`config.mk`:
```
export PLATFORM = sky130hd
export DESIGN_NAME = priority_ready_blocked_task_scheduler
export DESIGN_NICKNAME = d
export VERILOG_FILES = /design/src/design/prbts_pkg.sv /design/src/design/prbts_store.sv /design/src/design/prbts_eval.sv /design/src/design/priority_ready_blocked_task_scheduler.sv
export SDC_FILE = /design/constraint.sdc
export NUM_CORES = 2
export LEC_CHECK = 0
export BUFFER_PORTS_ARGS = -buffer_cell sky130_fd_sc_hd__buf_2
export CAP_MARGIN = 20
export CELL_PAD_IN_SITES_DETAIL_PLACEMENT = 0
export CELL_PAD_IN_SITES_GLOBAL_PLACEMENT = 1
export CORE_MARGIN = 2
export CORE_UTILIZATION = 40
export DETAILED_ROUTE_END_ITERATION = 10
export PLACE_DENSITY = 0.62
export SYNTH_ARGS = -nofsm -noshare
export SYNTH_HDL_FRONTEND = slang
export SYNTH_SLANG_ARGS = --single-unit
```
`constraint.sdc`:
```
create_clock -name clk -period 8.05 [get_ports clk]
set_input_delay 0.4025 -clock clk [delete_from_list [all_inputs] [get_ports clk]]
set_output_delay 0.4025 -clock clk [all_outputs]
set_load 0.03 [all_outputs]
```
`src/design/prbts_pkg.sv`:
```
// Package for the priority task scheduler with ready and blocked lists.
// Holds the item structs, command and status codes, and shared constants.
// No dependencies; every other design file imports it.
package prbts_pkg;

	// Field widths fixed by the item layout.
	localparam int PRIORITY_BITS = 8;
	localparam int HANDLE_BITS   = 16;
	localparam int MASK_BITS     = 32;
	localparam int FLAG_SEL_BITS = 3;
	localparam int SLOT_OUT_BITS = 5;

	// Default sizes for the top-level parameters.
	localparam int DEF_SLOTS           = 32;
	localparam int DEF_PENDING_DEPTH   = 32;
	localparam int DEF_FLAG_WORD_COUNT = 8;

	// Command codes.
	localparam logic [1:0] CMD_QUEUE    = 2'd0;
	localparam logic [1:0] CMD_FLAG     = 2'd1;
	localparam logic [1:0] CMD_DISPATCH = 2'd2;

	// Status codes.
	localparam logic [2:0] ST_QUEUED     = 3'd0;
	localparam logic [2:0] ST_DROPPED    = 3'd1;
	localparam logic [2:0] ST_FLAG       = 3'd2;
	localparam logic [2:0] ST_DISPATCHED = 3'd3;
	localparam logic [2:0] ST_IDLE       = 3'd4;

	typedef struct packed {
		logic [1:0]               command;
		logic [PRIORITY_BITS-1:0] task_priority;
		logic [MASK_BITS-1:0]     task_mask;
		logic [FLAG_SEL_BITS-1:0] task_flag_sel;
		logic [HANDLE_BITS-1:0]   task_ident;
		logic [FLAG_SEL_BITS-1:0] flag_sel;
		logic [MASK_BITS-1:0]     flag_value;
	} in_item_t;

	typedef struct packed {
		logic [2:0]               status;
		logic [SLOT_OUT_BITS-1:0] slot;
		logic [HANDLE_BITS-1:0]   dispatched_ident;
		logic [PRIORITY_BITS-1:0] dispatched_priority;
	} out_item_t;

	// One stored task record.
	typedef struct packed {
		logic [PRIORITY_BITS-1:0] prio;
		logic [MASK_BITS-1:0]     mask;
		logic [FLAG_SEL_BITS-1:0] flag_idx;
		logic [HANDLE_BITS-1:0]   handle;
	} slot_rec_t;

	// Results of the shared evaluation unit.
	typedef struct packed {
		logic ready;
		logic above;
		logic below;
	} eval_t;

endpackage

```
`src/design/prbts_store.sv`:
```
// Task record memory and link memory of the scheduler.
// One write port each, one shared read address, registered read data. Uses prbts_pkg.
module prbts_store
	import prbts_pkg::*;
#(
	parameter int SLOTS = DEF_SLOTS
) (
	input  logic                       clk,
	input  logic                       rec_we,
	input  logic [$clog2(SLOTS)-1:0]   rec_waddr,
	input  slot_rec_t                  rec_wdata,
	input  logic                       link_we,
	input  logic [$clog2(SLOTS)-1:0]   link_waddr,
	input  logic [$clog2(SLOTS+1)-1:0] link_wdata,
	input  logic [$clog2(SLOTS)-1:0]   rd_addr,
	output slot_rec_t                  rec_rd,
	output logic [$clog2(SLOTS+1)-1:0] link_rd
);

	slot_rec_t                  rec_mem [SLOTS];
	logic [$clog2(SLOTS+1)-1:0] link_mem [SLOTS];

	// Record memory: written when a task is queued.
	always_ff @(posedge clk) begin
		if (rec_we) begin
			rec_mem[rec_waddr] <= rec_wdata;
		end
		rec_rd <= rec_mem[rd_addr];
	end

	// Link memory: written while lists are relinked.
	always_ff @(posedge clk) begin
		if (link_we) begin
			link_mem[link_waddr] <= link_wdata;
		end
		link_rd <= link_mem[rd_addr];
	end

endmodule

```
`src/design/prbts_eval.sv`:
```
// Shared evaluation unit: flag words, readiness test and priority compares.
// Applied to the record read out of the store each cycle. Uses prbts_pkg.
module prbts_eval
	import prbts_pkg::*;
#(
	parameter int FLAG_WORD_COUNT = DEF_FLAG_WORD_COUNT
) (
	input  logic                     clk,
	input  logic                     arst_n,
	input  logic                     flag_we,
	input  logic [FLAG_SEL_BITS-1:0] flag_sel,
	input  logic [MASK_BITS-1:0]     flag_value,
	input  slot_rec_t                rec,
	input  logic [PRIORITY_BITS-1:0] ins_prio,
	input  logic [PRIORITY_BITS-1:0] ref_prio,
	input  logic                     ref_nil,
	output eval_t                    ev
);

	// Only the first eight words can ever be addressed.
	localparam int FLAG_DEPTH = (FLAG_WORD_COUNT < 8) ? FLAG_WORD_COUNT : 8;
	localparam int FIDX_W     = (FLAG_DEPTH > 1) ? $clog2(FLAG_DEPTH) : 1;

	logic [MASK_BITS-1:0] flag_q [FLAG_DEPTH];
	logic [MASK_BITS-1:0] word;

	// Flag word registers; writes beyond the word count are dropped.
	always_ff @(posedge clk or negedge arst_n) begin
		if (!arst_n) begin
			for (int i = 0; i < FLAG_DEPTH; i++) begin
				flag_q[i] <= '0;
			end
		end else if (flag_we && (32'(flag_sel) < FLAG_DEPTH)) begin
			flag_q[flag_sel[FIDX_W-1:0]] <= flag_value;
		end
	end

	// Readiness test and the two priority compares.
	always_comb begin
		word = '0;
		if (32'(rec.flag_idx) < FLAG_DEPTH) begin
			word = flag_q[rec.flag_idx[FIDX_W-1:0]];
		end
		ev.ready = ((word & rec.mask) == rec.mask);
		ev.above = ref_nil || (rec.prio > ref_prio);
		ev.below = (ins_prio > rec.prio);
	end

endmodule

```
`src/design/priority_ready_blocked_task_scheduler.sv`:
```
// Priority task scheduler with a ready list and a blocked list.
// Command channel: an item is taken when start is high and busy is low.
// Result channel: done is high for one cycle with the result on result; the
// receiver must take it then, since it cannot stall the block.
//
// Queue and flag-write items are handled directly: the result appears in the
// cycle after the item is taken, and busy stays low. Command code three is
// ignored and produces no result.
// A dispatch item is run by a small sequencer that walks the linked lists
// through one record/link memory read port and one evaluation unit, one list
// node per cycle. Busy stays high while tasks are drained from the pending
// ring or moved to the blocked list and list nodes are read; the result
// comes in the same cycle as busy falls.
//
// Reset clears the flag words, frees every slot, empties both lists and the
// pending ring. The record memories need no clearing.
module priority_ready_blocked_task_scheduler
	import prbts_pkg::*;
#(
	parameter int SLOTS           = DEF_SLOTS,
	parameter int PENDING_DEPTH   = DEF_PENDING_DEPTH,
	parameter int FLAG_WORD_COUNT = DEF_FLAG_WORD_COUNT
) (
	input  logic      clk,
	input  logic      arst_n,
	input  logic      start,
	output logic      busy,
	input  in_item_t  request,
	output logic      done,
	output out_item_t result
);

	localparam int SW = $clog2(SLOTS);
	localparam int LW = $clog2(SLOTS+1);
	localparam int PW = $clog2(PENDING_DEPTH);
	localparam logic [LW-1:0] NIL = LW'(SLOTS);

	typedef enum logic [10:0] {
		S_IDLE      = 11'b00000000001,
		S_DR_CHECK  = 11'b00000000010,
		S_DR_EVAL   = 11'b00000000100,
		S_INS_START = 11'b00000001000,
		S_INS_WALK  = 11'b00000010000,
		S_FIX       = 11'b00000100000,
		S_PR_START  = 11'b00001000000,
		S_PR_RPRIO  = 11'b00010000000,
		S_PR_WALK   = 11'b00100000000,
		S_DM_START  = 11'b01000000000,
		S_DM_EVAL   = 11'b10000000000
	} state_t;

	state_t state_q, state_d, ret_q, ret_d;
	logic [SLOTS-1:0] slot_free_q, slot_free_d;
	logic [LW-1:0] ready_head_q, ready_head_d, blocked_head_q, blocked_head_d;
	logic [PW-1:0] rp_q, rp_d, wp_q, wp_d;
	logic [SW-1:0] ring_q [PENDING_DEPTH];
	logic [SW-1:0] ins_s_q, ins_s_d, cur_q, cur_d, prev_q, prev_d, fix_addr_q, fix_addr_d;
	logic prev_nil_q, prev_nil_d, ins_blk_q, ins_blk_d, rnil_q, rnil_d;
	logic [LW-1:0] fix_data_q, fix_data_d;
	logic [PRIORITY_BITS-1:0] ins_prio_q, ins_prio_d, rprio_q, rprio_d;
	out_item_t result_q, result_d;
	logic done_q, done_d;

	logic rec_we, link_we, ring_we, flag_we;
	logic [SW-1:0] rd_addr, link_waddr, free_idx;
	logic [LW-1:0] link_wdata, head;
	slot_rec_t rec_wdata, rec_rd;
	logic [LW-1:0] link_rd;
	logic any_free, nxt_nil;
	eval_t ev;

	prbts_store #(.SLOTS(SLOTS)) u_store (
		.clk        (clk),
		.rec_we     (rec_we),
		.rec_waddr  (free_idx),
		.rec_wdata  (rec_wdata),
		.link_we    (link_we),
		.link_waddr (link_waddr),
		.link_wdata (link_wdata),
		.rd_addr    (rd_addr),
		.rec_rd     (rec_rd),
		.link_rd    (link_rd)
	);

	prbts_eval #(.FLAG_WORD_COUNT(FLAG_WORD_COUNT)) u_eval (
		.clk        (clk),
		.arst_n     (arst_n),
		.flag_we    (flag_we),
		.flag_sel   (request.flag_sel),
		.flag_value (request.flag_value),
		.rec        (rec_rd),
		.ins_prio   (ins_prio_q),
		.ref_prio   (rprio_q),
		.ref_nil    (rnil_q),
		.ev         (ev)
	);

	// Lowest free slot.
	always_comb begin
		free_idx = '0;
		for (int i = SLOTS-1; i >= 0; i--) begin
			if (slot_free_q[i]) begin
				free_idx = SW'(i);
			end
		end
		any_free = |slot_free_q;
	end

	assign rec_wdata = '{prio: request.task_priority, mask: request.task_mask,
		flag_idx: request.task_flag_sel, handle: request.task_ident};
	assign nxt_nil = (link_rd == NIL);
	assign head    = ins_blk_q ? blocked_head_q : ready_head_q;
	assign busy    = (state_q != S_IDLE);
	assign done    = done_q;
	assign result  = result_q;

	// Sequencer: next state, list relinking and memory controls.
	always_comb begin
		state_d        = state_q;
		ret_d          = ret_q;
		slot_free_d    = slot_free_q;
		ready_head_d   = ready_head_q;
		blocked_head_d = blocked_head_q;
		rp_d           = rp_q;
		wp_d           = wp_q;
		ins_s_d        = ins_s_q;
		ins_prio_d     = ins_prio_q;
		ins_blk_d      = ins_blk_q;
		cur_d          = cur_q;
		prev_d         = prev_q;
		prev_nil_d     = prev_nil_q;
		fix_addr_d     = fix_addr_q;
		fix_data_d     = fix_data_q;
		rprio_d        = rprio_q;
		rnil_d         = rnil_q;
		result_d       = result_q;
		done_d         = 1'b0;
		rec_we         = 1'b0;
		ring_we        = 1'b0;
		flag_we        = 1'b0;
		link_we        = 1'b0;
		link_waddr     = '0;
		link_wdata     = '0;
		rd_addr        = '0;
		unique case (state_q)
			S_IDLE: begin
				if (start) begin
					unique case (request.command)
						CMD_QUEUE: begin
							done_d   = 1'b1;
							result_d = '{ST_DROPPED, '0, '0, '0};
							if (any_free) begin
								rec_we                = 1'b1;
								ring_we               = 1'b1;
								slot_free_d[free_idx] = 1'b0;
								wp_d = (wp_q == PW'(PENDING_DEPTH-1)) ? '0 : wp_q + 1'b1;
								result_d = '{ST_QUEUED, SLOT_OUT_BITS'(free_idx), '0, '0};
							end
						end
						CMD_FLAG: begin
							flag_we  = 1'b1;
							done_d   = 1'b1;
							result_d = '{ST_FLAG, '0, '0, '0};
						end
						CMD_DISPATCH: begin
							state_d = S_DR_CHECK;
						end
						default: begin
						end
					endcase
				end
			end
			// Drain the pending ring one task at a time.
			S_DR_CHECK: begin
				if (rp_q == wp_q) begin
					state_d = S_PR_START;
				end else begin
					rd_addr = ring_q[rp_q];
					ins_s_d = ring_q[rp_q];
					rp_d    = (rp_q == PW'(PENDING_DEPTH-1)) ? '0 : rp_q + 1'b1;
					state_d = S_DR_EVAL;
				end
			end
			S_DR_EVAL: begin
				ins_prio_d = rec_rd.prio;
				ins_blk_d  = !ev.ready;
				ret_d      = S_DR_CHECK;
				state_d    = S_INS_START;
			end
			// Sorted insert: walk until a node of lower priority or the tail.
			S_INS_START: begin
				if (head == NIL) begin
					link_we    = 1'b1;
					link_waddr = ins_s_q;
					link_wdata = NIL;
					if (ins_blk_q) blocked_head_d = LW'(ins_s_q);
					else ready_head_d = LW'(ins_s_q);
					state_d = ret_q;
				end else begin
					rd_addr    = head[SW-1:0];
					cur_d      = head[SW-1:0];
					prev_nil_d = 1'b1;
					state_d    = S_INS_WALK;
				end
			end
			S_INS_WALK: begin
				if (ev.below) begin
					link_we    = 1'b1;
					link_waddr = ins_s_q;
					link_wdata = LW'(cur_q);
					if (prev_nil_q) begin
						if (ins_blk_q) blocked_head_d = LW'(ins_s_q);
						else ready_head_d = LW'(ins_s_q);
						state_d = ret_q;
					end else begin
						fix_addr_d = prev_q;
						fix_data_d = LW'(ins_s_q);
						state_d    = S_FIX;
					end
				end else if (nxt_nil) begin
					link_we    = 1'b1;
					link_waddr = cur_q;
					link_wdata = LW'(ins_s_q);
					fix_addr_d = ins_s_q;
					fix_data_d = NIL;
					state_d    = S_FIX;
				end else begin
					prev_d     = cur_q;
					prev_nil_d = 1'b0;
					cur_d      = link_rd[SW-1:0];
					rd_addr    = link_rd[SW-1:0];
				end
			end
			// Second link write of a relink.
			S_FIX: begin
				link_we    = 1'b1;
				link_waddr = fix_addr_q;
				link_wdata = fix_data_q;
				state_d    = ret_q;
			end
			// Promote the first ready blocked task that outranks the ready head.
			S_PR_START: begin
				if (blocked_head_q == NIL) begin
					state_d = S_DM_START;
				end else if (ready_head_q == NIL) begin
					rnil_d     = 1'b1;
					rd_addr    = blocked_head_q[SW-1:0];
					cur_d      = blocked_head_q[SW-1:0];
					prev_nil_d = 1'b1;
					state_d    = S_PR_WALK;
				end else begin
					rnil_d  = 1'b0;
					rd_addr = ready_head_q[SW-1:0];
					state_d = S_PR_RPRIO;
				end
			end
			S_PR_RPRIO: begin
				rprio_d    = rec_rd.prio;
				rd_addr    = blocked_head_q[SW-1:0];
				cur_d      = blocked_head_q[SW-1:0];
				prev_nil_d = 1'b1;
				state_d    = S_PR_WALK;
			end
			S_PR_WALK: begin
				if (!ev.above) begin
					state_d = S_DM_START;
				end else if (ev.ready) begin
					ready_head_d = LW'(cur_q);
					link_we      = 1'b1;
					if (prev_nil_q) begin
						blocked_head_d = link_rd;
						link_waddr     = cur_q;
						link_wdata     = ready_head_q;
						state_d        = S_DM_START;
					end else begin
						link_waddr = prev_q;
						link_wdata = link_rd;
						fix_addr_d = cur_q;
						fix_data_d = ready_head_q;
						ret_d      = S_DM_START;
						state_d    = S_FIX;
					end
				end else if (nxt_nil) begin
					state_d = S_DM_START;
				end else begin
					prev_d     = cur_q;
					prev_nil_d = 1'b0;
					cur_d      = link_rd[SW-1:0];
					rd_addr    = link_rd[SW-1:0];
				end
			end
			// Move non-ready heads to the blocked list, then dispatch.
			S_DM_START: begin
				if (ready_head_q == NIL) begin
					done_d   = 1'b1;
					result_d = '{ST_IDLE, '0, '0, '0};
					state_d  = S_IDLE;
				end else begin
					rd_addr = ready_head_q[SW-1:0];
					cur_d   = ready_head_q[SW-1:0];
					state_d = S_DM_EVAL;
				end
			end
			S_DM_EVAL: begin
				ready_head_d = link_rd;
				if (ev.ready) begin
					slot_free_d[cur_q] = 1'b1;
					done_d   = 1'b1;
					result_d = '{ST_DISPATCHED, SLOT_OUT_BITS'(cur_q), rec_rd.handle,
						rec_rd.prio};
					state_d  = S_IDLE;
				end else begin
					ins_s_d    = cur_q;
					ins_prio_d = rec_rd.prio;
					ins_blk_d  = 1'b1;
					ret_d      = S_DM_START;
					state_d    = S_INS_START;
				end
			end
			default: begin
				state_d = S_IDLE;
			end
		endcase
	end

	// Control registers.
	always_ff @(posedge clk or negedge arst_n) begin
		if (!arst_n) begin
			state_q        <= S_IDLE;
			ret_q          <= S_IDLE;
			slot_free_q    <= '1;
			ready_head_q   <= NIL;
			blocked_head_q <= NIL;
			rp_q           <= '0;
			wp_q           <= '0;
			done_q         <= 1'b0;
		end else begin
			state_q        <= state_d;
			ret_q          <= ret_d;
			slot_free_q    <= slot_free_d;
			ready_head_q   <= ready_head_d;
			blocked_head_q <= blocked_head_d;
			rp_q           <= rp_d;
			wp_q           <= wp_d;
			done_q         <= done_d;
		end
	end

	// Working registers and the pending ring.
	always_ff @(posedge clk) begin
		ins_s_q    <= ins_s_d;
		ins_prio_q <= ins_prio_d;
		ins_blk_q  <= ins_blk_d;
		cur_q      <= cur_d;
		prev_q     <= prev_d;
		prev_nil_q <= prev_nil_d;
		fix_addr_q <= fix_addr_d;
		fix_data_q <= fix_data_d;
		rprio_q    <= rprio_d;
		rnil_q     <= rnil_d;
		result_q   <= result_d;
		if (ring_we) begin
			ring_q[wp_q] <= free_idx;
		end
	end

endmodule

```
-- Word level (Yosys, flattened, before mapping)
Memory sizes are Yosys's and may differ from the RTL's. A register that Yosys moved wholly into a read port is not among the register bits.
Index checks and enable logic that the tools add are counted.
- flip-flop bits (word level): 410
- input bits: 99
- bits in writable memories: 2240
- memories kept: 3
- word-level logic and storage cells: 312
- output and inout bits: 34
- equal/unequal tests: 47
- muxes and demuxes: 180
- $lt $le $gt $ge: 9
- reductions and logical operators: 33
- bitwise gates (word level): 8
- $add $sub $neg: 2
- memory list (memory ; depth ; width ; rd ports ; clocked after Yosys merged registers in ; wr ports ; RTL line ; source):
    u_store.rec_mem ; 32 ; 59 ; 1 ; 1 ; 1 ; prbts_store.sv:20 ; slot_rec_t rec_mem [SLOTS];
    u_store.link_mem ; 32 ; 6 ; 1 ; 1 ; 1 ; prbts_store.sv:21 ; logic [$clog2(SLOTS+1)-1:0] link_mem [SLOTS];
    ring_q ; 32 ; 5 ; 1 ; 0 ; 1 ; priority_ready_blocked_task_scheduler.sv:56 ; logic [SW-1:0] ring_q [PENDING_DEPTH];
- operators by type and width (cell ; number):
    2-to-1 mux 5 bit ; 71
    2-to-1 mux 32 bit ; 10
    bitwise mux 256 bit ; 1
    2-to-1 mux 11 bit ; 14
    2-to-1 mux 6 bit ; 24
    one-hot mux 32 bit (2 select lines) ; 2
    one-hot mux 11 bit (11 select lines) ; 1
    binary-select mux 32 bit (select 3 bit) ; 1
    demux 32 bit (select 3 bit) ; 1
    one-hot mux 32 bit (3 select lines) ; 1
    bitwise AND 32 bit ; 2
    one-hot mux 6 bit (4 select lines) ; 2
    inequality test 2 bit (second input constant) ; 19
    one-hot mux 5 bit (7 select lines) ; 1
    one-hot mux 11 bit (3 select lines) ; 1
    equality test 32 bit ; 1
    NOT 32 bit ; 1
    bitwise OR 32 bit ; 1
    OR reduction 32 bit ; 1
    2-to-1 mux 30 bit ; 1
    one-hot mux 5 bit (2 select lines) ; 3
    one-hot mux 5 bit (6 select lines) ; 1
    2-to-1 mux 1 bit ; 29
    equality test 6 bit (second input constant) ; 4
    59 further kinds ; 86

-- Depth between registers and ports, before layout
- depth after elaboration: 42
- gate-level depth with buffers: 21
- depth with buffers taken out: 14

-- Modules after synthesis
A second synthesis with hierarchy kept.
- cells, all modules: 5048
- area total of the unflattened synthesis: 106308.2 µm²
- modules (own cells, without submodules) (module ; cells each ; instances ; sequential area each (µm²) ; area each (µm²)):
    prbts_store ; 3203 ; 1 ; 63761.2 ; 80427.1
    priority_ready_blocked_task_scheduler ; 1047 ; 1 ; 8888.5 ; 13879.6
    prbts_eval ; 798 ; 1 ; 6406.1 ; 12001.5

-- Worst setup path before layout
OpenSTA, ideal clock, no wires.
- kind: reg2reg
- from: reg slot_free_q[31]
- to: mem u_store.rec_mem[1][0] in the netlist's numbering (enable)
- clock period less this slack: 6.858 ns
- data required time: 7.499 ns
- cell stages (with the launch flop): 12
- buffers on the path: 0
- setup time: 0.551 ns
- slack: 1.192 ns
- data arrival time: 6.308 ns
- path through: dfstp_2 > nand2b_1 > a21oi_1 > o21bai_1 > a21oi_1 > o21bai_1 > a21oi_1 > o221ai_1 > a2111oi_0 > o31a_1 > a21oi_1 > nor3_1
- longest elaborated chain between the ends: 32
- elaborated cells on any way between the ends: 39
- classes of those cells: 38 x mux; 1 x reduce/logical
- ends and longest elaborated chain (what ; RTL line ; source):
    start, declared ; priority_ready_blocked_task_scheduler.sv:53 ; logic [SLOTS-1:0] slot_free_q, slot_free_d;
    start signal, assigned ; priority_ready_blocked_task_scheduler.sv:340 ; slot_free_q <= slot_free_d;
    2-to-1 mux 5 bit (32 in series) ; priority_ready_blocked_task_scheduler.sv:102 ; if (slot_free_q[i]) begin
    end, declared ; prbts_store.sv:20 ;
Parallel ways exist; a longest one is shown, timed or not.

-- Final worst setup path
- from: reg, netlist name u_store.rec_rd[16]
- to: reg u_store.link_rd[3] (read register of u_store.link_mem)
- longest elaborated chain between the ends: 9
- ends and longest elaborated chain (what ; RTL line ; source):
    NOT 3 -> 4 bit (implied by the code) ; prbts_eval.sv:42 ; word = flag_q[rec.flag_idx[FIDX_W-1:0]];
    binary-select mux 32 bit (select 3 bit) ; prbts_eval.sv:42 ;
    2-to-1 mux 32 bit (implied by the code) (2 in series) ; prbts_eval.sv:42 ;
    bitwise AND 32 bit ; prbts_eval.sv:44 ; ev.ready = ((word & rec.mask) == rec.mask);
    equality test 32 bit ; prbts_eval.sv:44 ;
    2-to-1 mux 5 bit ; priority_ready_blocked_task_scheduler.sv:267 ; end else if (ev.ready) begin
    2-to-1 mux 5 bit ; priority_ready_blocked_task_scheduler.sv:265 ; if (!ev.above) begin
    one-hot mux 5 bit (7 select lines) ; priority_ready_blocked_task_scheduler.sv:145 ; unique case (state_q)
    end, declared ; prbts_store.sv:17 ; output logic [$clog2(SLOTS+1)-1:0] link_rd
Every way passes these cells. The select of a mux whose other input is x is not followed.
A chain may end at the register's enable or synchronous reset.

==> key figures <==
Outcome
  – Outcome: complete, no violations

Pwr
  – Worst IR Drop VDD: 0.000180 V
  – Gate power share: 0.053
  – Flop pwr share: 0.515
  – Sw Share: 0.222
  – Pleak: 43.0 nW
  – NetSw: 6.92 mW
  – Clock power frac: 0.431
  – Pwr dens: 249 nW/um2
  – P_int: 24.2 mW

Detailed routing
  – Initial DRC count: 7378
  – Met1 Wirelength: 149000 um
  – Vias after detailed routing: 66600
  – Drt total wl: 341000 um
  – Wire length on met2: 159000 um
  – Avg WL per Cell: 29.1 um
  – Final antenna-violating net count: 0
  – Top sig layer: met5
  – Via density: 5.68
  – Metal3 WL: 24100 um
  – Pre-antenna DRT Iters: 6
  – DRC violations left: 0

Logic synthesis
  – Largest area contributor in the netlist: edfxtp_1
  – Yosys top cell area share: 0.637
  – Compound-Gate Fraction of Synth Area: 0.0463
  – Synth area leaders: edfxtp_1 64%, dfrtp_1 6.6%, nand2_1 4.7%
  – Ys Warns: 0
  – Synthesized area: 109000 um2
  – Post-synth EDFFs: 2317
  – Syn avg cell area: 14.3 um2
  – Register area share after synthesis: 0.724
  – XOR/XNOR Fraction of Synth Area: 0.000401
  – Largest family of logic cells by synthesized area: simple AND/OR/NAND/NOR gates
  – Syn Nets: 7742
  – FFs w/ async S/R, synth: 0.120
  – Gate count of the mapped netlist: 7620
  – Most used DFF post-synth: edfxtp_1
  – #FFs+latches synth: 2707
  – Netlist cell types: 83
  – Adder-Cell Fraction of Synth Area: 0.00264
  – Post-Synth Simple-Gate Area: 0.109
  – Mux share of post-synthesis cell area: 0.0965

Clock network
  – Clock slew seen by the registers of the worst setup and hold paths: 0.06 ns
  – CTS root buffer: clkbuf_16
  – Max Root-Sink Buffers: 4
  – CTS buffer count: 303
  – Clock Sinks: 2707
  – H-Tree Depth: 5
  – Skew-Pair Late Insertion Delay: 0.87 ns
  – Post-CTS Resized: 0
  – CTS tree: yes

Hold path
  – Hold Path Class: input port to flop
  – Worst hold path startpoint: request[56]
  – Worst Hold Endpoint: u_store.rec_mem[19][21]$_DFFE_PP_
  – Hold Crit Depth: 1

Cells and area
  – Area grow syn2layout: 14.5%
  – Layout cell share with drive strength beyond 1: 0.165
  – Fin cells: 11700
  – Fillcell total: 23700
  – Final Util: 0.461
  – Commonest non-fill, non-tap cell in the layout: edfxtp_1
  – Most frequent cells in the layout: 2317 x edfxtp_1, 1357 x nand2_1, 624 x nand3_1
  – Final Net Count: 8018

Timing
  – Relative slew margins: 0.241
  – RSZ-0062 raised after global routing: false
  – Final setup skew: 0.0841 ns
  – Max-slew violation count: 0
  – Setup violators final: 0
  – TNS Setup: 0 ns
  – Final hold slack: 0.0549 ns
  – Least-Margin Pin Slew: 1.14 ns
  – Final min period: 6.45 ns
  – Period utilisation layout: 0.802
  – F_max: 155 MHz
  – Final WS setup: 1.60 ns
  – Final hold violation count: 0

Critical path
  – CP Capture Type: flop
  – CP required: 8.78 ns
  – Reg2reg setup slack: 1.60 ns
  – Reg-to-reg critical path startpoint: u_store.rec_rd[16]$_DFF_P_
  – Worst R2R End: u_store.link_rd[3]$_DFF_P_
  – Crit path kind: flop to flop
  – Arrival @ worst endpoint: 7.19 ns
  – Depth of the most critical reg-to-reg path: 14
  – CP Max Fanout: 37
  – Worst setup SP type: flop

Die
  – Die H: 526 um
  – Initial Utilization: 0.403
  – I/O Pins: 133
  – Core area: 271000 um2
  – Row Count: 191
  – Die W: 526 um
  – Die area: 277000 um2

Placement
  – GP Congestion: 0.861
  – PortBufs: 132
  – DP Wirelength: 191000 um
  – Placed cell count: 11100
  – Pre-CTS setup slack: 1.66 ns

Global routing
  – Total global routing overflow: 0
  – Initial antenna violation count: 38
  – GR Util All Layers: 0.241
  – Vias in the first global route: 64400
  – First-pass GRT wire length: 484000 um
  – Largest net degree at the start of global routing: 201

Run
  – Maxcap violations: 0
-- power groups by stage --
stage / registers [mW] / clock network, mW / logic (mW)
global placement: 16.3 / 0 / 1.60
detailed placement: 16.3 / 0 / 1.65
global route: 16.1 / 14.2 / 1.79
finish: 16.0 / 13.4 / 1.66
CTS: 16.0 / 13.7 / 1.68
floorplan: 16.2 / 0 / 0.967
-- registers in the layout, indices dropped and copies added, names as in the netlist, 8 cells and up --
register          count
u_store.rec_mem    1888
u_eval.flag_q       256
u_store.link_mem    192
ring_q              160
u_store.rec_rd       59
result               32
slot_free_q          32
state_q              11
ins_prio_q            8
rprio_q               8
-- routing by layer --
layer  GRT usage  vias up
met5           0        -
met4      0.0607       18
met3      0.0417      487
met2       0.383     2481
met1       0.344    34500
li1            -    29100
-- synth_stat cells, types with 18 or more instances --
cell type	instances
nand3_1	626
a31oi_1	72
nand2b_1	20
dfxtp_1	65
o221ai_1	34
mux4_2	125
o21ai_0	163
and3_1	88
buf_2	165
buf_4	18
ha_1	23
nand2_1	1365
and2_1	31
dfstp_2	36
a21oi_1	177
mux2_2	337
o22ai_1	86
nor3_1	27
clkbuf_1	163
nor2b_1	22
nor2_1	473
mux2i_1	381
buf_6	26
dfrtp_1	289
a22oi_1	29
o21ai_1	48
a22o_1	18
buf_1	54
nand4_1	25
a32oi_1	26
inv_1	52
edfxtp_1	2317
-- critical path: stages (launching register included) --
cell	delay, ns
dfxtp_4	0.85
buf_4	0.41
mux2i_1	0.13
o221ai_1	0.27
o22ai_1	0.12
or4_1	0.53
or4_4	0.59
or2_1	0.52
a31oi_4	0.77
nor2_1	0.48
nand2_2	0.19
buf_4	0.37
o22ai_1	0.21
a221oi_1	0.60
and3_1	0.26
-- cell type report --
cell class / count / area (um2) / area share
Sequential cell: 2707 / 79100 / 0.632
Multi-Input combinational cell: 4432 / 28400 / 0.227
Tap cell: 3570 / 4470 / 0.0357
Inverter: 52 / 195 / 0.00156
Clock inverter: 128 / 1180 / 0.00940
Timing Repair Buffer: 400 / 3370 / 0.0269
Antenna cell: 13 / 32.5 / 0.000260
Clock buffer: 422 / 8370 / 0.0669
-- metrics by stage --
stage / instance area, um2 / total power, mW
final: 125000 / 31.1
after global routing: 125000 / 32.1
after CTS: 125000 / 31.4
after detailed placement: 115000 / 18.0
after global placement: 115000 / 17.9
after floorplan: 109000 / 17.1
-- cell families (layout without fill, tap and decap cells) --
logic type               count (synthesis)  after routing
buffers and inverters                  481           1002
flip-flops                            2707           2707
adder cells (fa/ha/maj)                 23             23
multiplexers                           853            853
AND/OR/NAND/NOR                       2755           2755
other                                    0             13
XOR/XNOR                                 5              5
AO/OA/AOI/OAI                          796            796
-- worst max path at each step --
stage,from,to,slack [ns],cells after the start
2_1_floorplan,slot_free_q[31]$_DFFE_PN1P_,u_store.rec_mem[1][0]$_DFFE_PP_,1.19,11
3_3_place_gp,u_store.rec_rd[16]$_DFF_P_,u_store.link_rd[3]$_DFF_P_,1.68,14
3_5_place_dp,u_store.rec_rd[16]$_DFF_P_,u_store.link_rd[3]$_DFF_P_,1.66,14
4_1_cts,u_store.rec_rd[16]$_DFF_P_,u_store.link_rd[3]$_DFF_P_,1.60,14
5_1_grt,u_store.rec_rd[16]$_DFF_P_,u_store.rec_rd[18]$_DFF_P_,1.41,14
6_report,u_store.rec_rd[16]$_DFF_P_,u_store.link_rd[3]$_DFF_P_,1.60,14
-- repair_timing --
item                      in CTS  in global routing
hold endpoints to repair     779                  0
hold buffers                  57                  0
setup buffers                  0                  0
Power figures use the tool's default switching activity.
